### src/rtl/core/lzfd_pkg.sv
`timescale 1ns / 1ps
package lzfd_pkg;

   localparam int HIST_DEPTH = 8192;
   localparam int HIST_AW    = $clog2(HIST_DEPTH);
   localparam int OUT_LANES  = 8;
   localparam int LEN_W      = 9;
   localparam int PH_W       = 5;

   localparam logic [HIST_AW-1:0] END_OFFSET  = HIST_AW'(12'h8FF);
   localparam logic [HIST_AW-1:0] SHORT_BASE  = HIST_AW'(256);
   localparam logic [LEN_W-1:0]   NBYTE_BIAS  = LEN_W'(27);
   localparam logic [LEN_W-1:0]   NE_BIAS     = LEN_W'(11);
   localparam logic [LEN_W-1:0]   ND_BIAS     = LEN_W'(7);

   // decode phases
   localparam logic [PH_W-1:0] PH_TOP    = 5'd0;
   localparam logic [PH_W-1:0] PH_LIT    = 5'd1;
   localparam logic [PH_W-1:0] PH_SEL    = 5'd2;
   localparam logic [PH_W-1:0] PH_SH     = 5'd3;
   localparam logic [PH_W-1:0] PH_SB0    = 5'd4;
   localparam logic [PH_W-1:0] PH_SBYTE  = 5'd5;
   localparam logic [PH_W-1:0] PH_SB3    = 5'd6;
   localparam logic [PH_W-1:0] PH_SB2    = 5'd7;
   localparam logic [PH_W-1:0] PH_SB1    = 5'd8;
   localparam logic [PH_W-1:0] PH_LA     = 5'd9;
   localparam logic [PH_W-1:0] PH_LB     = 5'd10;
   localparam logic [PH_W-1:0] PH_LC     = 5'd11;
   localparam logic [PH_W-1:0] PH_LD     = 5'd12;
   localparam logic [PH_W-1:0] PH_LOBYTE = 5'd13;
   localparam logic [PH_W-1:0] PH_OB4    = 5'd14;
   localparam logic [PH_W-1:0] PH_OB3    = 5'd15;
   localparam logic [PH_W-1:0] PH_OB2    = 5'd16;
   localparam logic [PH_W-1:0] PH_OB1    = 5'd17;
   localparam logic [PH_W-1:0] PH_NA     = 5'd18;
   localparam logic [PH_W-1:0] PH_NB     = 5'd19;
   localparam logic [PH_W-1:0] PH_NC     = 5'd20;
   localparam logic [PH_W-1:0] PH_NC1    = 5'd21;
   localparam logic [PH_W-1:0] PH_ND     = 5'd22;
   localparam logic [PH_W-1:0] PH_ND2    = 5'd23;
   localparam logic [PH_W-1:0] PH_ND1    = 5'd24;
   localparam logic [PH_W-1:0] PH_NE     = 5'd25;
   localparam logic [PH_W-1:0] PH_NE4    = 5'd26;
   localparam logic [PH_W-1:0] PH_NE3    = 5'd27;
   localparam logic [PH_W-1:0] PH_NE2    = 5'd28;
   localparam logic [PH_W-1:0] PH_NE1    = 5'd29;
   localparam logic [PH_W-1:0] PH_NBYTE  = 5'd30;

   typedef struct packed {
      logic [7:0] in_byte;
      logic       start_of_stream;
   } lzfd_req_type;

   typedef struct packed {
      logic [7:0] out_byte0;
      logic [7:0] out_byte1;
      logic [7:0] out_byte2;
      logic [7:0] out_byte3;
      logic [7:0] out_byte4;
      logic [7:0] out_byte5;
      logic [7:0] out_byte6;
      logic [7:0] out_byte7;
      logic [3:0] byte_count;
      logic       last_of_run;
      logic       stream_end;
   } lzfd_rsp_type;

   typedef struct packed {
      logic restart;
      logic load;
      logic shift;
   } lzfd_flag_cmd_type;

endpackage

### src/rtl/core/lzfd_flag.sv
`timescale 1ns / 1ps
module lzfd_flag import lzfd_pkg::*; (
   input  logic              clock,
   input  logic              reset,
   input  lzfd_flag_cmd_type cmd,
   input  logic [7:0]        load_byte,
   output logic              bit_out,
   output logic              empty
);

   logic [31:0] word_ff, word_in;
   logic [5:0]  left_ff, left_in;
   logic [1:0]  idx_ff, idx_in;

   always_comb begin
      word_in = word_ff;
      left_in = left_ff;
      idx_in  = idx_ff;
      if (cmd.restart) begin
         word_in = '0;
         left_in = '0;
         idx_in  = '0;
      end else if (cmd.load) begin
         // little-endian assembly of the flag word
         word_in = word_ff | ({24'd0, load_byte} << {idx_ff, 3'b000});
         idx_in  = idx_ff + 2'd1;
         if (idx_ff == 2'd3) begin
            left_in = 6'd32;
         end
      end else if (cmd.shift) begin
         word_in = {word_ff[30:0], 1'b0};
         left_in = left_ff - 6'd1;
      end
   end

   always_ff @(posedge clock) begin
      if (reset) begin
         word_ff <= '0;
         left_ff <= '0;
         idx_ff  <= '0;
      end else begin
         word_ff <= word_in;
         left_ff <= left_in;
         idx_ff  <= idx_in;
      end
   end

   assign bit_out = word_ff[31];
   assign empty   = (left_ff == 6'd0);

endmodule

### config.mk
export PLATFORM = sky130hd
export DESIGN_NAME = lzfd_flag
export DESIGN_NICKNAME = d
export VERILOG_FILES = /design/src/rtl/core/lzfd_pkg.sv /design/src/rtl/core/lzfd_flag.sv
export SDC_FILE = /design/constraint.sdc
export NUM_CORES = 1
export LEC_CHECK = 0
export BUFFER_PORTS_ARGS = -buffer_cell sky130_fd_sc_hd__buf_2
export CORE_UTILIZATION = 30
export CTS_CLUSTER_SIZE = 14
export DETAILED_ROUTE_END_ITERATION = 16
export HOLD_SLACK_MARGIN = 0.05
export PLACE_DENSITY_LB_ADDON = 0.3
export SLEW_MARGIN = 10
export SYNTH_ARGS = -nofsm -noshare
export SYNTH_HDL_FRONTEND = slang
export SYNTH_SLANG_ARGS = --single-unit
### constraint.sdc
create_clock -name clock -period 1.3 [get_ports clock]
set_input_delay 0.065 -clock clock [delete_from_list [all_inputs] [get_ports clock]]
set_output_delay 0.065 -clock clock [all_outputs]
set_load 0.01 [all_outputs]
; ---- Word-level counts from Yosys, hierarchy flattened
; Cells that the tools add are included.
; Widths: inputs -> output; s select.
[word_totals]
memories = 0
regBits = 40
mem_bits_rw = 0
rom_bits = 0
in_bits = 13
latch_bits = 0
[op_classes]
multipliers = 0
n_eq_ne = 2
shifts = 1
n_lt_le_gt_ge = 0
bitwise_logic = 1
n_div = 0
muxes = 5
add_sub_neg = 2
reduce_logical = 4
[ops]
columns = operator, n
row1 = $mux 32, 2
row2 = $or 32x32->32, 1
row3 = $shl 8x5->32, 1
row4 = $mux 6, 3
row5 = $logic_not 6->1, 1
row6 = $sub 6x1->6 const B, 1
row7 = $add 2x1->2 const B, 1
row8 = $eq 2x2->1 const B, 1
row9 = $ne 2x1->1 const B, 1
row10 = $reduce_and 2->1, 1
row11 = $reduce_bool 2->1, 1
row12 = $reduce_or 2->1, 1

; ---- Longest topological paths before layout
; Gate-level depths: netlist of run 1.
[depth]
word_depth = 3
mapped_depth = 5
ltp_nobuf = 5

; ---- Worst setup path before layout of run 1
; OpenSTA, ideal clock, no wires.
[synth_path]
path_kind = register -> register
from = reg left_ff[0]
to = reg left_ff[4]
t_arrival_ps = 1199
path_stages_with_launch = 6
setup_slack_ps = 31
path_buffers = 0
setup_time_ps = 70
required_ps = 1230
period_less_slack_ps = 1269
cell_sequence = dfxtp_1 inv_1 ha_1 nand3b_4 or4_1 a21oi_1
[synth_via]
elab_chain_cells = 3
[synth_lines]
columns = item, line
row1 = start: declaration, lzfd_flag.sv:12  ; logic [5:0] left_ff, left_in;
row2 = start signal: assignment, lzfd_flag.sv:43  ; left_ff <= left_in;
row3 = $sub 6x1->6, lzfd_flag.sv:32  ; left_in = left_ff - 6'd1;
row4 = $mux 6, lzfd_flag.sv:30  ; end else if (cmd.shift) begin
row5 = $mux 6, lzfd_flag.sv:23  ; end else if (cmd.load) begin
; Every way passes these cells. The select of a mux whose other input is x is not followed.
; A chain may end at the register's enable or synchronous reset.

; ---- Worst setup path in the final report of run 1
[layout_path]
from = reg left_ff[0]
to = out empty
[layout_via]
elab_chain_cells = 1
[layout_lines]
columns = item, line
row1 = $logic_not 6->1, lzfd_flag.sv:49  ; assign empty = (left_ff == 6'd0);
row2 = end: declaration, lzfd_flag.sv:8  ; output logic empty
; Every way passes these cells.

==> metrics.md, run 1 <==
| Metric | Value |
|---|---|
| Total Negative Setup Slacks | `-2.69 ps` |
| # port buffers | `14` |
| Vias post-DR | `between 1500 and 2000` |
| Worst Max-Slew Pin Slew | `around 420 ps` |
| DR WL/cell | `13.2 um` |
| CTS Sinks | `40` |
| Hold crit path type | `in -> reg` |
| Final WL | `just over 4000 um` |
| Antenna Violating Nets Remaining | `0` |
| Filler instances | `~580` |
| Failing checks | `setup timing` |
| Non-filler cells, final | `314` |
| Avg Cell Area, Syn | `between 7 and 8 um^2` |
| Initial detailed-routing violation count | `129` |
| CP Max Fanout | `3` |
| Kind of critical path | `reg -> out` |
| Commonest non-fill, non-tap cell in the layout | `nand2_1` |
| PwrDens | `1190 nW/um^2` |
| Comb power frac | `0.097` |
| Synthesis-to-finish area growth | `22.6%` |
| CP startpoint kind | `flip-flop` |
| Seq/Total Area, Yosys | `0.458` |
| Normalized max-slew margin | `0.717` |
| Fmax achieved | `~770 MHz` |
| Max Buffers Root-to-Sink | `2` |
| Worst IR Drop VDD | `between 0.5 and 0.6 mV` |
| Final setup violation count | `1` |
| Core area | `roughly 5600 um^2` |
| RSZ-0062 raised after global routing | `yes` |
| CTS tree | `done` |
| Cells after Synth | `between 200 and 250` |
| Initial antenna violation count | `0` |
| Die W | `78.4 um` |
| Residual DRC | `0` |
| Ports | `15` |
| Die area | `6140 um^2` |
| Clk slew on worst S/H paths | `~80 ps` |
| Row count | `27` |
| DR pass1 iterations | `4` |
| Dpl cells | `299` |
| Synthesized flop and latch total | `40` |
| Post-Syn Nets | `239` |
| CTS H-tree lvls | `2` |
| Int Pwr | `approximately 1.9 mW` |
| Synth cell types | `31` |
| Initial cell density of the core | `0.314` |
| Via density per instance | `approximately 4.9` |
| Hold_ws | `around 64 ps` |
| Worst EP required | `roughly 1200 ps` |
| Slew Viols, Final | `0` |
| CTS root buffer | `clkbuf_8` |
| Clk pwr share | `0.410` |
| Fin crit share | `1.00` |
| CP endpoint kind | `primary output` |
| Clock latency at the later pin of the worst-skew pair | `300 ps` |
| Pin count of the biggest net entering global routing | `35` |
| Sw Pwr | `around 0.63 mW` |
| Tmin final | `1300 ps` |
| Post-layout util | `0.385` |
| Fin nets | `257` |
| Reg-to-reg critical path startpoint | `left_ff[0]` |
| Share of total power in sequential cells | `0.493` |
| TritonCTS Buffers | `5` |
| Hold_sp | `load_byte[7]` |
| Crit path from | `left_ff[0]` |
| HPWL after detailed placement | `2570 um` |
| Switching Share | `0.244` |
| Global-route wire length before repair | `6930 um` |
| Hold Fails Final Rpt | `0` |
| Max Clock Skew | `between 10 and 15 ps` |
| Layout cells sized above 1 | `0.207` |
| Synth warn | `0` |
| Critical Path AT | `approximately 1200 ps` |
| GRT Resource Usage Total | `0.144` |
| Commonest cells after routing, fill and taps aside | `96 x nand2_1, 38 x dfxtp_1, 31 x a31oi_1, 14 x buf_2` |
| N_diodes | `0` |
| Max_cap viols | `0` |
| LEAKAGE | `a little over 0.7 nW` |
| GP Congestion | `just over 0.7` |
| Status | `finished with violations` |
| DIE HEIGHT | `slightly below 80 um` |
| Final worst slack | `-2.69 ps` |
| Total grt overflow | `0` |
| Post-Syn Area | `1750 um^2` |
| Vias in the first global route | `roughly 1400` |
| Placement Setup Slack | `about 23 ps` |
==> metrics by stage <==
step           total power, mW  area [um^2]
2_1_floorplan             1.42         1750
3_3_place_gp              1.51         1910
3_5_place_dp              1.51         1910
4_1_cts                   2.58         2100
5_1_grt                   2.67         2140
6_report                  2.56         2140
==> critical path, stage by stage, from the launching register on <==
cell and delay, ps:
dfxtp_2 350, inv_2 50, buf_6 110, ha_4 140, and3b_1 160, buf_2 140
==> area by class of cell <==
type	instances	area [um^2]	area share
Clock inverter	3	46.3	0.0216
Tap cell	72	90.1	0.0420
Inverter	2	10.0	0.00467
Multi-Input combinational cell	164	897	0.418
Timing Repair Buffer	28	229	0.107
Clock buffer	5	68.8	0.0321
Sequential cell	40	803	0.375
==> kinds of logic (layout without fill, tap and decap cells) <==
family / Yosys count / count (layout) / share of synthesized area
XOR/XNOR: 1 / 1 / 0.00501
AND/OR/NAND/NOR: 118 / 118 / 0.306
AO/OA/AOI/OAI: 41 / 41 / 0.150
multiplexers: 1 / 1 / 0.00572
flip-flops: 40 / 40 / 0.458
adder cells (fa/ha/maj): 3 / 3 / 0.0215
buffers and inverters: 19 / 38 / 0.0544
==> worst paths after layout <==
kind | to | slack (ps) | cells after the start
max | empty | -3 | 5
min | word_ff[31] | 60 | 3
max reg2reg | left_ff[4] | 40 | 5
min reg2reg | word_ff[3] | 460 | 2
==> cell usage after synthesis <==
master    count  share of area
a21oi_1       5          0.014
a221oi_1      1         0.0050
a22oi_1       1         0.0043
a311oi_1      1         0.0050
a31oi_1      31           0.11
and2b_2       1         0.0050
and3_2        1         0.0043
and3b_1       1         0.0050
and3b_2       2          0.011
buf_1         1         0.0021
buf_2         2         0.0057
buf_4         3          0.013
buf_6         1         0.0064
clkbuf_1      8          0.017
clkbuf_2      2         0.0057
dfxtp_1      40           0.46
ha_1          3          0.021
inv_1         2         0.0043
mux2i_1       1         0.0057
nand2_1      96           0.21
nand2b_1      2         0.0072
nand3_1       3         0.0086
nand3b_4      1          0.011
nor2_1        4         0.0086
nor3_1        1         0.0029
nor3b_2       1         0.0072
nor4b_4       1          0.014
o311ai_0      2          0.010
or2_2         3          0.011
or4_1         1         0.0043
xnor2_1       1         0.0050
==> power groups by stage <==
stage / clock network [mW] / registers, mW / logic, mW
2_1_floorplan: 0 / 1.29 / 0.137
3_3_place_gp: 0 / 1.29 / 0.219
3_5_place_dp: 0 / 1.29 / 0.220
4_1_cts: 1.08 / 1.26 / 0.236
5_1_grt: 1.13 / 1.27 / 0.273
6_report: 1.05 / 1.26 / 0.247
==> sequential cells by signal, indices dropped and copies added (netlist names) <==
name     cells
word_ff     32
left_ff      6
idx_ff       2
==> routing by layer <==
layer	wire length, um	track usage	share of wire
met1	2070	0.204	0.50
met2	1900	0.219	0.46
met3	109	0.0279	0.026
met4	48	0.0444	0.012
met5	0	0	0
==> repair_timing <==
action	4_1_cts	5_1_grt
hold buffers	5	0
resized for setup	8	7
endpoints found under the setup margin	1	4
pin swaps	2	2
hold endpoints to repair	15	0
buffers inserted	0	2
Power figures use the tool's default switching activity.
==> inputs of run 2 (changes only) <==
--- a/config.mk
+++ b/config.mk
@@ -11,6 +11,7 @@
 export DETAILED_ROUTE_END_ITERATION = 16
 export HOLD_SLACK_MARGIN = 0.05
 export PLACE_DENSITY_LB_ADDON = 0.3
+export RECOVER_POWER = 50
 export SLEW_MARGIN = 10
 export SYNTH_ARGS = -nofsm -noshare
 export SYNTH_HDL_FRONTEND = slang
==> run 2 against run 1 <==
Routed wire length shrank 0.22%. Setup slack got worse by 0.77 ps. Sequential cell count is the same. Largest power group unchanged. Die area unchanged. Via count decreased by 0.98%. Sequential share of layout area up 0.22 points. Critical path type unchanged. Critical endpoint unchanged. Fmax barely moved. Critical path depth is the same. Clock power about the same. Power fell by 0.13%. The run still ends with setup timing left.
==> metrics.md, run 2 (same netlist as run 1, synthesis figures left out) <==
| Metric | Value |
|---|---|
| Largest registers | `word_ff (32), left_ff (6), idx_ff (2)` |
| Dpl cells | `299 (unchanged)` |
| Max Buffers Root-to-Sink | `2 (unchanged)` |
| Final WL | `4120 um (-0.22%)` |
| Final instance area | `2130 um^2 (-0.58%)` |
| Worst Max-Slew Pin Slew | `420 ps (unchanged)` |
| Initial cell density of the core | `0.314 (unchanged)` |
| Die area | `6140 um^2 (unchanged)` |
| PnR Total Power | `2.56 mW (-0.13%)` |
| Slowest CP cell | `dfxtp_2` |
| Max stage delay on crit path | `350 ps (about the same)` |
| Die W | `78.4 um (unchanged)` |
| CP startpoint kind | `flip-flop` |
| Clk slew on worst S/H paths | `80 ps (about the same)` |
| Pin count of the biggest net entering global routing | `35 (unchanged)` |
| RSZ-0062 raised after global routing | `yes` |
| Slew Viols, Final | `0 (unchanged)` |
| GR Util met3 | `0.0279 (unchanged)` |
| Non-filler cells, final | `314 (unchanged)` |
| Largest register FFs | `32 (unchanged)` |
| CP endpoint kind | `primary output` |
| Worst path cell trace | `inv_2 > buf_6 > ha_4 > and3b_1 > buf_2` |
| Filler instances | `590 (+1.0%)` |
| Synthesis-to-finish area growth | `21.9%` |
| Layout cells sized above 1 | `0.186 (-0.0207)` |
| Commonest non-fill, non-tap cell in the layout | `nand2_1` |
| Max_cap viols | `0 (unchanged)` |
| Initial detailed-routing violation count | `122 (-5.4%)` |
| DIE HEIGHT | `78.4 um (unchanged)` |
| PwrDens | `1200 nW/um^2 (+0.46%)` |
| Fin nets | `257 (unchanged)` |
| Ports | `15 (unchanged)` |
| Gr busiest metal | `met2` |
| Tmin final | `1300 ps (+0.773 ps)` |
| Vias post-DR | `1521 (-0.98%)` |
| CTS H-tree lvls | `2 (unchanged)` |
| Core area | `5570 um^2 (unchanged)` |
| Normalized max-slew margin | `0.717 (unchanged)` |
| CTS root buffer | `clkbuf_8` |
| Worst IR Drop VDD | `0.564 mV (about the same)` |
| Failing checks | `setup timing` |
| Initial antenna violation count | `0 (unchanged)` |
| Status | `finished with violations` |
| Met1 GRT Util | `0.204 (unchanged)` |
| GRT Resource Usage Total | `0.144 (unchanged)` |
| Biggest register | `word_ff` |
| # port buffers | `14 (unchanged)` |
| Critical Path AT | `1240 ps (about the same)` |
| Total Negative Setup Slacks | `-3.46 ps (-0.773 ps)` |
| Seq. cell area | `803 um^2 (unchanged)` |
| Final setup violation count | `1 (unchanged)` |
| DR pass1 iterations | `4 (unchanged)` |
| Via density per instance | `4.84 (-0.98%)` |
| Total grt overflow | `0 (unchanged)` |
| Commonest cells after routing, fill and taps aside | `96 x nand2_1, 38 x dfxtp_1, 31 x a31oi_1, 13 x buf_2` |
| Fmax achieved | `767 MHz (about the same)` |
| Grt met2 use | `0.219 (unchanged)` |
| Final worst slack | `-3.46 ps (-0.773 ps)` |
| GP Congestion | `0.722 (unchanged)` |
| CTS Sinks | `40 (unchanged)` |
| TritonCTS Buffers | `5 (unchanged)` |
| Vias in the first global route | `1378 (unchanged)` |
| Fin crit share | `1.00 (about the same)` |
| HPWL after detailed placement | `2570 um (unchanged)` |
| Area of the multi-input gates | `888 um^2 (-0.98%)` |
| Kind of critical path | `reg -> out` |
| Hold crit path type | `in -> reg` |
| Post-placement cell area | `1910 um^2 (unchanged)` |
| Hold Fails Final Rpt | `0 (unchanged)` |
| Worst path buffer plus inverter count | `3 (unchanged)` |
| Antenna Violating Nets Remaining | `0 (unchanged)` |
| Worst EP required | `1240 ps (about the same)` |
| Placement Setup Slack | `23.1 ps (unchanged)` |
| N_diodes | `0 (unchanged)` |
| Row count | `27 (unchanged)` |
| CP Max Fanout | `3 (unchanged)` |
| Max Clock Skew | `13.1 ps (+0.287 ps)` |
| CTS tree | `done` |
| LEAKAGE | `0.707 nW (-0.94%)` |
| Residual DRC | `0 (unchanged)` |
| DR WL/cell | `13.1 um (-0.22%)` |
| Global-route wire length before repair | `6930 um (unchanged)` |
| CP top delay family | `flip-flops` |
| Clock latency at the later pin of the worst-skew pair | `300 ps (about the same)` |
[run 2: cell count changes in the layout (fill, tap and decap cells not counted), sizes merged]
cell	change
clkbuf	+2
buf	-2
[run 2: power breakdown]
part	switching, mW	total (mW)	internal (mW)
registers	0.0175	1.26	1.25
logic	0.137	0.245	0.108
clock network	0.471	1.05	0.579
[run 2: layout make-up]
| cell class | count | share of cell area |
|---|---|---|
| Clock buffer | 5 | 0.0323 |
| Inverter | 2 | 0.00469 |
| Multi-Input combinational cell | 164 | 0.417 |
| Clock inverter | 3 | 0.0217 |
| Tap cell | 72 | 0.0423 |
| Timing Repair Buffer | 28 | 0.106 |
| Sequential cell | 40 | 0.377 |
[run 2: path summary, 6_finish.rpt]
path / startpoint / cells after the start / slack (ps) / to
setup / recovery: left_ff[0] / 5 / -3 / empty
hold / removal: load_byte[7] / 3 / 60 / word_ff[31]
setup reg to reg: left_ff[0] / 5 / 30 / left_ff[4]
hold reg to reg: word_ff[2] / 2 / 460 / word_ff[3]
[run 2: per-layer routing]
metal	wire length (um)	vias to the layer above
li1	-	789
met1	2040	704
met2	1920	23
met3	115	5
met4	49	0
met5	0	-
[run 2: tightest hold or removal path: cells and delay by family]
| family | cells | cell delay (ps) |
|---|---|---|
| compound gates | 1 | 70 |
| buf+inv | 1 | 120 |
| simple gates | 1 | 50 |
[run 2: what timing repair did]
item | CTS | global route
resized for setup | 8 | 7
setup endpoints to repair | 1 | 4
buffers inserted | 0 | 2
pin swaps | 2 | 2
hold buffers | 5 | 0
hold endpoints to repair | 15 | 0
[run 2: stage by stage]
step	hold slack [ps]	util
final	64.1	0.382
after detailed placement	368	0.343
after CTS	52.7	0.377
after floorplan	215	-
after global routing	57.7	0.382
after global placement	361	0.343
==> inputs of run 3 (changes only) <==
--- a/config.mk
+++ b/config.mk
@@ -10,6 +10,7 @@
 export CTS_CLUSTER_SIZE = 14
 export DETAILED_ROUTE_END_ITERATION = 16
 export HOLD_SLACK_MARGIN = 0.05
+export MAX_ROUTING_LAYER = met4
 export PLACE_DENSITY_LB_ADDON = 0.3
 export RECOVER_POWER = 50
 export SLEW_MARGIN = 10
==> run 3 against run 2 <==
Critical endpoint unchanged. Clock skew about the same. Critical path type unchanged. Power about the same. Worst hold slack gained 1.6 ps. Largest cell class unchanged. Design area stayed put. Highest routed layer unchanged. Count of clock-buffer cells in the layout unchanged. First-iteration DRC count stayed put. The run still ends with setup timing left.
==> metrics.md, run 3 (same netlist as run 1, synthesis figures left out) <==
| Metric | Value |
|---|---|
| Status | `finished with violations` |
| Failing checks | `setup timing` |
| Initial antenna violation count | `0 (unchanged)` |
| CTS Sinks | `40 (unchanged)` |
| LEAKAGE | `0.707 nW (unchanged)` |
| Filler instances | `590 (unchanged)` |
| Hold crit path type | `in -> reg` |
| Critical Path AT | `1240 ps (about the same)` |
| PwrDens | `1200 nW/um^2 (about the same)` |
| DIE HEIGHT | `78.4 um (unchanged)` |
| Fin crit share | `1.00 (about the same)` |
| HPWL after detailed placement | `2570 um (unchanged)` |
| Worst Max-Slew Pin Slew | `420 ps (unchanged)` |
| Commonest non-fill, non-tap cell in the layout | `nand2_1` |
| Max_cap viols | `0 (unchanged)` |
| Hold_ws | `65.7 ps (+1.58 ps)` |
| Worst IR Drop VDD | `0.563 mV (-0.17%)` |
| Max Clock Skew | `13.0 ps (-0.0990 ps)` |
| Kind of critical path | `reg -> out` |
| Antenna Violating Nets Remaining | `0 (unchanged)` |
| Total Negative Setup Slacks | `-3.14 ps (+0.322 ps)` |
| CTS H-tree lvls | `2 (unchanged)` |
| Fmax achieved | `767 MHz (about the same)` |
| Final WL | `4110 um (-0.36%)` |
| Global-route wire length before repair | `6930 um (-0.10%)` |
| Final worst slack | `-3.14 ps (+0.322 ps)` |
| Synthesis-to-finish area growth | `21.9% (unchanged)` |
| Vias in the first global route | `1379 (+0.073%)` |
| Largest registers | `word_ff (32), left_ff (6), idx_ff (2)` |
| Area of the multi-input gates | `888 um^2 (unchanged)` |
| CP endpoint kind | `primary output` |
| Initial cell density of the core | `0.314 (unchanged)` |
| Tmin final | `1300 ps (-0.322 ps)` |
| GRT Resource Usage Total | `0.148 (+0.00402)` |
| Fin nets | `257 (unchanged)` |
| # port buffers | `14 (unchanged)` |
| Worst EP required | `1240 ps (about the same)` |
| Path depth of the worst reg2reg path | `5 (unchanged)` |
| Placement Setup Slack | `23.1 ps (unchanged)` |
| Core area | `5570 um^2 (unchanged)` |
| Slew Viols, Final | `0 (unchanged)` |
| DR WL/cell | `13.1 um (-0.36%)` |
| Layout cells sized above 1 | `0.186 (unchanged)` |
| Die W | `78.4 um (unchanged)` |
| Hold Fails Final Rpt | `0 (unchanged)` |
| DR pass1 iterations | `4 (unchanged)` |
| Normalized max-slew margin | `0.717 (unchanged)` |
| GP Congestion | `0.730 (+1.2%)` |
| Final setup violation count | `1 (unchanged)` |
| CP Max Fanout | `3 (unchanged)` |
| Clk slew on worst S/H paths | `80 ps (about the same)` |
| Via density per instance | `4.86 (+0.33%)` |
| Biggest register | `word_ff` |
| Residual DRC | `0 (unchanged)` |
| Largest register FFs | `32 (unchanged)` |
| Seq. cell area | `803 um^2 (unchanged)` |
| Clock latency at the later pin of the worst-skew pair | `300 ps (about the same)` |
| Vias post-DR | `1526 (+0.33%)` |
| Total grt overflow | `0 (unchanged)` |
| RSZ-0062 raised after global routing | `yes` |
| CTS tree | `done` |
| Pin count of the biggest net entering global routing | `35 (unchanged)` |
| TritonCTS Buffers | `5 (unchanged)` |
| Hold Crit Depth | `3 (unchanged)` |
| Commonest cells after routing, fill and taps aside | `96 x nand2_1, 38 x dfxtp_1, 31 x a31oi_1, 13 x buf_2` |
| Row count | `27 (unchanged)` |
| Initial detailed-routing violation count | `122 (unchanged)` |
| Post-layout util | `0.382 (unchanged)` |
| Die area | `6140 um^2 (unchanged)` |
| CP startpoint kind | `flip-flop` |
| N_diodes | `0 (unchanged)` |
| Ports | `15 (unchanged)` |
| CTS root buffer | `clkbuf_8` |
| Max Buffers Root-to-Sink | `2 (unchanged)` |
run 3: cell counts in the layout (fill, tap and decap cells not counted):
Identical to the previous run, type by type.
run 3: through the flow:
step           power (mW)  std cells  cell area [um^2]
2_1_floorplan        1.42        223              1750
3_3_place_gp         1.51        299              1910
3_5_place_dp         1.51        299              1910
4_1_cts              2.58        312              2100
5_1_grt              2.67        314              2130
6_report             2.56        314              2130
run 3: final cells by class:
class,count,share of cell area
multi-input combinational,164,0.417
sequential,40,0.377
timing repair buffer,28,0.106
tap,72,0.0423
clock buffer,5,0.0323
clock inverter,3,0.0217
inverter,2,0.00469
run 3: worst max-delay path, stage by stage, from the launching register on:
cell and delay (ps):
dfxtp_2 350, inv_2 50, buf_6 110, ha_4 140, and3b_1 160, buf_2 140
run 3: what timing repair did:
item                                   4_1_cts  5_1_grt
setup buffers                                0        2
pin swaps                                    2        2
endpoints found under the hold margin       15        0
gates resized for setup                      8        7
setup endpoints to repair                    1        4
hold buffers                                 5        0
run 3: worst paths after layout:
check | startpoint | end | slack, ps
setup / recovery | left_ff[0] | empty | -3
hold / removal | load_byte[7] | word_ff[23] | 70
setup reg to reg | left_ff[0] | left_ff[4] | 30
hold reg to reg | word_ff[2] | word_ff[3] | 460
run 3: where the power goes:
part           switching [mW]  internal (mW)
logic                   0.137          0.108
registers              0.0175           1.25
clock network           0.470          0.579
total                   0.624           1.93
run 3: layer usage:
metal  GRT usage  wire (um)  vias to the layer above
met5           -          0                        -
met4      0.0444         50                        0
met3      0.0279         74                        5
met2       0.219       1900                       20
met1       0.204       2080                      711
li1            -          -                      790
